File: src/sv/front_middle_back_queue_top_defines.svh
// Assertion macros for the front/middle/back queue.
// Depends on clk_i and rst_ni being in scope where the macros are used.
`ifndef FRONT_MIDDLE_BACK_QUEUE_TOP_DEFINES_SVH
`define FRONT_MIDDLE_BACK_QUEUE_TOP_DEFINES_SVH

// Check a property at every clock edge outside reset
`define FMBQ_ASSERT(lbl, prop) \
  lbl: assert property (@(posedge clk_i) disable iff (!rst_ni) (prop)) \
    else $error("fmbq assertion failed");

// Check that a condition is followed by a consequence in the next cycle
`define FMBQ_ASSERT_NEXT(lbl, ante, cons) \
  lbl: assert property (@(posedge clk_i) disable iff (!rst_ni) (ante) |=> (cons)) \
    else $error("fmbq assertion failed");

`endif

File: src/sv/fmbq_pkg.sv
// Shared types and constants for the front/middle/back queue.
// No dependencies.
package fmbq_pkg;

  localparam int unsigned Capacity = 16;
  localparam int unsigned IdxW     = $clog2(Capacity);
  localparam int unsigned CntW     = $clog2(Capacity + 1);

  // request kinds
  localparam logic [2:0] KIND_PUSH_FRONT  = 3'd0;
  localparam logic [2:0] KIND_PUSH_MIDDLE = 3'd1;
  localparam logic [2:0] KIND_PUSH_BACK   = 3'd2;
  localparam logic [2:0] KIND_POP_FRONT   = 3'd3;
  localparam logic [2:0] KIND_POP_MIDDLE  = 3'd4;
  localparam logic [2:0] KIND_POP_BACK    = 3'd5;

  // result status codes
  localparam logic [1:0] STATUS_DONE  = 2'd0;
  localparam logic [1:0] STATUS_EMPTY = 2'd1;
  localparam logic [1:0] STATUS_FULL  = 2'd2;

  localparam logic signed [31:0] NoneValue = -32'sd1;

  typedef struct packed {
    logic [2:0]         kind;
    logic signed [31:0] value;
  } in_item_t;

  typedef struct packed {
    logic signed [31:0] popped_value;
    logic [1:0]         status;
  } out_item_t;

  // command from controller to datapath
  typedef struct packed {
    logic            load;    // capture a result this cycle
    logic            ins;     // insert value at pos
    logic            rem;     // remove entry at pos and report it
    logic [IdxW-1:0] pos;
    logic [1:0]      status;
  } dp_cmd_t;

endpackage

File: src/sv/fmbq_ctrl.sv
// Controller for the front/middle/back queue: handshake, fill count, decode.
// Depends on fmbq_pkg.
module fmbq_ctrl (
  input  logic               clk_i,
  input  logic               rst_ni,
  input  logic               in_valid_i,
  output logic               in_ready_o,
  input  logic [2:0]         kind_i,
  output logic               out_valid_o,
  input  logic               out_ready_i,
  output fmbq_pkg::dp_cmd_t  cmd_o
);

  localparam logic S_IDLE = 1'b0;
  localparam logic S_HOLD = 1'b1;

  logic                      state_q, state_d;
  logic [fmbq_pkg::CntW-1:0] count_q, count_d;
  logic [fmbq_pkg::CntW-1:0] count_m1;
  logic                      accept;
  logic                      is_push, is_pop, full, empty;

  // accept while no result is held, or the held one leaves now
  assign in_ready_o  = (state_q == S_IDLE) || out_ready_i;
  assign accept      = in_valid_i && in_ready_o;
  assign out_valid_o = (state_q == S_HOLD);

  assign is_push  = kind_i inside {fmbq_pkg::KIND_PUSH_FRONT, fmbq_pkg::KIND_PUSH_MIDDLE,
                                   fmbq_pkg::KIND_PUSH_BACK};
  assign is_pop   = kind_i inside {fmbq_pkg::KIND_POP_FRONT, fmbq_pkg::KIND_POP_MIDDLE,
                                   fmbq_pkg::KIND_POP_BACK};
  assign full     = (count_q == fmbq_pkg::CntW'(fmbq_pkg::Capacity));
  assign empty    = (count_q == '0);
  assign count_m1 = count_q - fmbq_pkg::CntW'(1);

  // decode the request into a datapath command
  always_comb begin
    cmd_o        = '0;
    cmd_o.load   = accept;
    cmd_o.ins    = accept && is_push && !full;
    cmd_o.rem    = accept && is_pop && !empty;
    cmd_o.status = fmbq_pkg::STATUS_DONE;
    if (is_push && full) begin
      cmd_o.status = fmbq_pkg::STATUS_FULL;
    end else if (is_pop && empty) begin
      cmd_o.status = fmbq_pkg::STATUS_EMPTY;
    end
    case (kind_i)
      fmbq_pkg::KIND_PUSH_FRONT:  cmd_o.pos = '0;
      fmbq_pkg::KIND_PUSH_MIDDLE: cmd_o.pos = count_q[fmbq_pkg::IdxW:1];
      fmbq_pkg::KIND_PUSH_BACK:   cmd_o.pos = count_q[fmbq_pkg::IdxW-1:0];
      fmbq_pkg::KIND_POP_FRONT:   cmd_o.pos = '0;
      fmbq_pkg::KIND_POP_MIDDLE:  cmd_o.pos = count_m1[fmbq_pkg::IdxW:1];
      fmbq_pkg::KIND_POP_BACK:    cmd_o.pos = count_m1[fmbq_pkg::IdxW-1:0];
      default:                    cmd_o.pos = '0;
    endcase
  end

  // advance the state and the fill count
  always_comb begin
    state_d = state_q;
    count_d = count_q;
    if (accept) begin
      state_d = S_HOLD;
    end else if (out_ready_i) begin
      state_d = S_IDLE;
    end
    if (cmd_o.ins) begin
      count_d = count_q + fmbq_pkg::CntW'(1);
    end else if (cmd_o.rem) begin
      count_d = count_m1;
    end
  end

  always_ff @(posedge clk_i or negedge rst_ni) begin
    if (!rst_ni) begin
      state_q <= S_IDLE;
      count_q <= '0;
    end else begin
      state_q <= state_d;
      count_q <= count_d;
    end
  end

endmodule

File: src/sv/fmbq_dp.sv
// Datapath for the front/middle/back queue: shifting entry cells and result register.
// Depends on fmbq_pkg.
module fmbq_dp (
  input  logic               clk_i,
  input  fmbq_pkg::dp_cmd_t  cmd_i,
  input  logic signed [31:0] value_i,
  output fmbq_pkg::out_item_t out_item_o
);

  logic signed [31:0] entries_q [fmbq_pkg::Capacity];
  logic signed [31:0] entries_d [fmbq_pkg::Capacity];
  fmbq_pkg::out_item_t out_q;

  // each cell takes its own value, the new value, or a neighbour's value
  always_comb begin
    for (int i = 0; i < int'(fmbq_pkg::Capacity); i++) begin
      entries_d[i] = entries_q[i];
      if (cmd_i.ins) begin
        if (fmbq_pkg::IdxW'(i) == cmd_i.pos) begin
          entries_d[i] = value_i;
        end else if ((i > 0) && (fmbq_pkg::IdxW'(i) > cmd_i.pos)) begin
          entries_d[i] = entries_q[(i > 0) ? i - 1 : 0];
        end
      end else if (cmd_i.rem) begin
        if ((i < int'(fmbq_pkg::Capacity) - 1) && (fmbq_pkg::IdxW'(i) >= cmd_i.pos)) begin
          entries_d[i] = entries_q[(i < int'(fmbq_pkg::Capacity) - 1) ? i + 1 : i];
        end
      end
    end
  end

  always_ff @(posedge clk_i) begin
    for (int i = 0; i < int'(fmbq_pkg::Capacity); i++) begin
      entries_q[i] <= entries_d[i];
    end
  end

  // capture the result of an accepted item
  always_ff @(posedge clk_i) begin
    if (cmd_i.load) begin
      out_q.popped_value <= cmd_i.rem ? entries_q[cmd_i.pos] : fmbq_pkg::NoneValue;
      out_q.status       <= cmd_i.status;
    end
  end

  assign out_item_o = out_q;

endmodule

File: src/sv/front_middle_back_queue_top.sv
// Front/middle/back queue of 16 signed 32-bit values, one request per item.
// The result is registered and appears in the cycle after the item is accepted.
// Throughput: one item per cycle while results are taken; all shifting cells move in the same cycle.
// A held result that is not taken stalls input until it leaves.
// Reset (rst_ni, async, active low) empties the queue and drops any held result;
// entry contents are not cleared.
`include "front_middle_back_queue_top_defines.svh"

module front_middle_back_queue_top (
  input  logic                clk_i,
  input  logic                rst_ni,
  input  logic                in_valid_i,
  output logic                in_ready_o,
  input  fmbq_pkg::in_item_t  in_item_i,
  output logic                out_valid_o,
  input  logic                out_ready_i,
  output fmbq_pkg::out_item_t out_item_o
);

  fmbq_pkg::dp_cmd_t cmd;
  logic              res_failed;

  fmbq_ctrl u_ctrl (
    .clk_i       (clk_i),
    .rst_ni      (rst_ni),
    .in_valid_i  (in_valid_i),
    .in_ready_o  (in_ready_o),
    .kind_i      (in_item_i.kind),
    .out_valid_o (out_valid_o),
    .out_ready_i (out_ready_i),
    .cmd_o       (cmd)
  );

  fmbq_dp u_dp (
    .clk_i      (clk_i),
    .cmd_i      (cmd),
    .value_i    (in_item_i.value),
    .out_item_o (out_item_o)
  );

  // flag a held result that reports a failed request
  assign res_failed = out_valid_o && (out_item_o.status != fmbq_pkg::STATUS_DONE);

  // an accepted item yields a result in the next cycle
  `FMBQ_ASSERT_NEXT(a_result_follows, in_valid_i && in_ready_o, out_valid_o)
  // a held result is never overwritten by a new item
  `FMBQ_ASSERT(a_no_overwrite, (out_valid_o && !out_ready_i) |-> !in_ready_o)
  // failed requests report the none value
  `FMBQ_ASSERT(a_fail_none, res_failed |-> (out_item_o.popped_value == fmbq_pkg::NoneValue))

endmodule
File: config.mk
export PLATFORM = sky130hd
export DESIGN_NAME = front_middle_back_queue_top
export DESIGN_NICKNAME = d
export VERILOG_FILES = /design/src/sv/fmbq_pkg.sv /design/src/sv/fmbq_ctrl.sv /design/src/sv/fmbq_dp.sv /design/src/sv/front_middle_back_queue_top.sv
export VERILOG_INCLUDE_DIRS = /design/src /design/src/sv
export SDC_FILE = /design/constraint.sdc
export NUM_CORES = 2
export LEC_CHECK = 0
export BUFFER_PORTS_ARGS = -buffer_cell sky130_fd_sc_hd__buf_2
export CAP_MARGIN = 40
export CORE_UTILIZATION = 58
export DETAILED_ROUTE_END_ITERATION = 16
export PLACE_DENSITY_LB_ADDON = 0.05
export SLEW_MARGIN = 20
export SYNTH_ARGS = -nofsm -noshare
export SYNTH_HDL_FRONTEND = slang
export SYNTH_HIERARCHICAL = 1
export SYNTH_SLANG_ARGS = --single-unit
File: constraint.sdc
create_clock -name clk_i -period 6.2 [get_ports clk_i]
set_input_delay 1.24 -clock clk_i [delete_from_list [all_inputs] [get_ports clk_i]]
set_output_delay 1.24 -clock clk_i [all_outputs]
set_load 0.005 [all_outputs]
# == Word-level counts from Yosys, hierarchy flattened ==
# Memories as Yosys holds them, arrays and structs flattened. A register that Yosys moved wholly into a read port is not among the register bits.
# Index checks and enable logic that the tools add are counted.
# totals
output_inout_bits,36
inputBits,39
mem_bits_rw,512
mem_count,1
elab_cells,159
regBits,8
# classes
n_addsub,2
muxes,83
n_eq_ne,21
magnitude_cmp,30
bitwise_logic,1
n_reduce_logical,18
# memory_table
memory,depth,width,rd,rd_clocked_by_memory_dff,write_ports,line,rtl
u_dp.entries_q,16,32,17,1,16,fmbq_dp.sv:10,logic signed [31:0] entries_q [fmbq_pkg::Capacity];
# op_table
cell,n
two-way mux 32 bit,77
equality test 4 bit (first input constant),8
greater-than comparator 4 bit (first input constant),8
>= comparator 4 bit (first input constant),7
equality test 3 x 4 -> 1 bit (first input constant),4
>= comparator 3 x 4 -> 1 bit (first input constant),4
greater-than comparator 3 x 4 -> 1 bit (first input constant),4
one-hot mux 4 bit (4 select lines),1
two-way mux 5 bit,2
equality test 2 x 4 -> 1 bit (first input constant),2
>= comparator 1 x 4 -> 1 bit (first input constant),2
>= comparator 2 x 4 -> 1 bit (first input constant),2
greater-than comparator 2 x 4 -> 1 bit (first input constant),2
logical AND 1 bit,7
equality test 3 x 2 -> 1 bit (second input constant),2
equality test 3 bit (second input constant),2
nonzero test 3 bit,2
adder 5 x 1 -> 5 bit (second input constant),1
equality test 5 bit (second input constant),1
zero test 5 bit,1
subtractor 5 x 1 -> 5 bit (second input constant),1
equality test 1 x 4 -> 1 bit (first input constant),1
greater-than comparator 1 x 4 -> 1 bit (first input constant),1
zero test 4 bit,1
other kinds (7),12

# == Logic depth before layout (Yosys ltp) ==
# depth
depth_word,7
ltp_mapped,13
ltp_nobuf,9

# == Hierarchy ==
# The synthesis kept the hierarchy.
# modules_own_cells
module,instances,cells_each,area_each_um2,seq_area_each_um2
fmbq_dp,1,2649,31258.7,16395.7
fmbq_ctrl,1,87,794.5,150.1

# == Worst setup path before layout ==
# OpenSTA, ideal clock, no wires.
# synth_timing
path_kind,input to register
start,input in_item_i[32] (netlist name)
end,"memory u_dp.entries_q[2][0], enable pin"
stages,8
arrival_time_ps,6785
setup_time_ps,470
t_required_ps,5730
path_buffers,2
path_slack_ps,-1055
path_cell_list,buf_6 > nand2_2 > nand4b_4 > a21oi_1 > nor2_1 > or2_2 > clkbuf_1 > a211oi_1
# synth_lines
item,line,rtl
from (decl),front_middle_back_queue_top.sv:14,"input fmbq_pkg::in_item_t in_item_i,"
to (decl),fmbq_dp.sv:10,

==> impl_metrics.toml <==
[drt]
drt-pass1-iter-count = 5
avgRoutedWirePerCell_um = 28.4
num_vias = 23200
dr.first_iter.drc_count = 2754
drc_errors = 0
viasPerCell = 6.74
ant_nets = 0
routed_wl_um = 97600

[logic_synthesis]
synth.most_common_cell = "mux2i_1"
synth.top_cell.area_share = 0.512
synth-main-ff-cell = "edfxtp_1"
synth-edff-count = 546
synthesis.area_um2 = 32100
yosys-top-cells-count = "mux2i_1, edfxtp_1, nor2_1"
synth.area.top_cells = "edfxtp_1, mux2i_1, a21oi_1"
async_reset_ff_frac = 0.0109
ys_seq_elements = 552
synth-seq-area-share = 0.516
synth_cell_types = 67
synth.avg_cell_area_um2 = 11.7
yosysWarnings = 6
syn-instance-count = 2736
syn_nets = 2778
yosys.area.top_type = "edfxtp_1"

[job]
cap_violations = 0

[timing]
fin_crit_ns = 4.33
slew_violations = 0
hold_viol = 0
skew_ns = 0.0180
slew_headroom = 0.292
rsz0062_at_grt = "false"
hold_slack_ns = 0.431
fin_setup_tns_ns = 0
fmax_mhz = 231
period_share = 0.699
worst_slew_pin_slew_ns = 1.06
finalSetupViolCount = 0

[cells_and_area]
drive_gt1_frac = 0.164
finish.utilization = 0.647
finalNonFillerCells = 3438
syn2layout_area_growth_pct = 9.56
fill_cells = 4163
nets = 2729

[cts]
cts_made_buffers = 59
clkTransAtPathRegs_ns = 0.06
ctsHoldBuffers = 0
ctsResizeCount = 0
post_cts_buffers = 0
cts_max_level = 2
cts_tree = "built"
clock_sinks = 552
clk_latency_ns = 0.63
cts_root_buf = "clkbuf_16"
cts_buffer_depth = 3

[die]
rows = 85
fp.dieH_um = 237
coreArea_um2 = 54200
dieArea_um2 = 56200
initial_core_util = 0.591
dieWidth_um = 237
io_pins = 75

[pwr]
p_int_mw = 8.54
swShare = 0.343
pwr-share-clk = 0.283
p_sw_mw = 4.46
ir_drop_mv = 0.233
powerDensity_nw_per_um2 = 370
seq_power_share = 0.402
power_mw = 13.0
combinationalPowerShare = 0.315
leakagePower_nw = 12.3

[setup_path]
worst-r2r-cell-count = 10
r2r_slack_ns = 1.87
cp_max_fo = 18
cp-start-kind = "flop"
timing.rr.start = "u_ctrl/count_q[1]"
required_ns = 6.56
arrival_ns = 4.69
path_class = "reg -> reg"
reg2reg_to = "u_dp/out_item_o[23]"
end_kind = "flop"

[run_status]
status = "finished, final reports clean"

[global_route]
grt_max_degree = 243
overflow = 0
grt_pass1_vias = 22200
grt_pass1_wl_um = 144000
track_usage = 0.343
antenna_found_initial = 10

[place]
dp_hpwl_um = 59800
placed_cells = 3322
gp_congestion = 0.870
port_buffers = 74

[min_path]
hold_path_class = "in -> async"
[area by class of cell]
cell class	instances	area [µm²]	area share
Sequential cell	552	16500	0.471
Multi-Input combinational cell	1917	14400	0.411
Clock buffer	72	1550	0.0440
Timing Repair Buffer	153	1260	0.0359
Tap cell	696	871	0.0248
Clock inverter	39	425	0.0121
Inverter	4	17.5	0.000499
Antenna cell	5	12.5	0.000356
[critical path, stage by stage, from the launching register on]
cell	delay (ns)
dfrtp_1	0.46
inv_1	0.16
ha_1	0.29
nor2b_1	0.32
a22o_1	0.20
a22oi_1	0.12
o21ai_4	0.63
buf_4	0.45
and2b_1	0.78
a22oi_1	0.25
a211o_1	0.38
[metrics by stage]
step	cell area (µm²)	setup slack, ns
after floorplan	32100	0.621
after global placement	32800	1.42
after detailed placement	33100	1.36
after CTS	35100	1.98
after global routing	35100	1.72
final	35100	1.87
[worst max path at each step]
stage                            endpoint  depth (start not counted)         startpoint  slack [ns]
finish                u_dp/out_item_o[23]                         10  u_ctrl/count_q[1]        1.87
global route        u_dp/entries_q[0][25]                          8      in_item_i[32]        1.72
CTS                   u_dp/out_item_o[23]                         10  u_ctrl/count_q[1]        1.98
detailed placement  u_dp/entries_q[0][25]                          8      in_item_i[32]        1.36
global placement    u_dp/entries_q[0][27]                          8      in_item_i[32]        1.42
floorplan            u_dp/entries_q[6][0]                          8      in_item_i[32]        0.62
[cells by family (layout without fill, tap and decap cells)]
| logic type | after synthesis | count (layout) | synth area share |
|---|---|---|---|
| compound gates | 614 | 614 | 0.112 |
| xor+xnor | 4 | 4 | 0.00109 |
| other cells | 0 | 5 | 0 |
| flops | 552 | 552 | 0.516 |
| buf+inv | 267 | 268 | 0.0427 |
| mux | 740 | 740 | 0.249 |
| fa+ha+maj | 3 | 3 | 0.00117 |
| simple gates | 556 | 556 | 0.0785 |
[sequential cells by signal, summed over array words and instances (netlist names)]
| signal | count |
|---|---|
| u_dp/entries_q | 512 |
| u_ctrl/count_q | 5 |
| u_dp/out_item_o | 34 |
| u_ctrl/out_valid_o | 1 |
[per-layer routing]
metal	wire, µm	global-route usage	vias to the layer above
met1	40500	0.479	11600
met5	13	0	-
met2	45000	0.540	1157
met3	8530	0.0548	193
met4	3480	0.130	2
li1	-	-	10300
[power by group through the flow]
stage	Clock [mW]	Combinational [mW]	Sequential, mW
floorplan	0	2.83	5.15
global placement	0	3.87	5.27
detailed placement	0	4.01	5.28
CTS	3.71	4.03	5.21
global route	3.85	4.31	5.28
finish	3.68	4.10	5.23
[cell usage in the layout (no fill, tap or decap), types with 10 or more instances in the layout]
cell / instances
mux2i_1: 576
edfxtp_1: 546
nor2_1: 454
a21oi_1: 449
mux2_2: 117
buf_2: 74
clkbuf_16: 60
buf_4: 57
mux4_2: 32
o221ai_1: 32
nand2_1: 20
a22oi_1: 19
o211ai_1: 18
o22ai_1: 17
mux2_1: 15
a221oi_1: 15
a211o_1: 15
buf_12: 14
clkinv_2: 13
clkinv_1: 13
clkbuf_1: 12
o221a_1: 10
(Power assumes the default switching activity.)
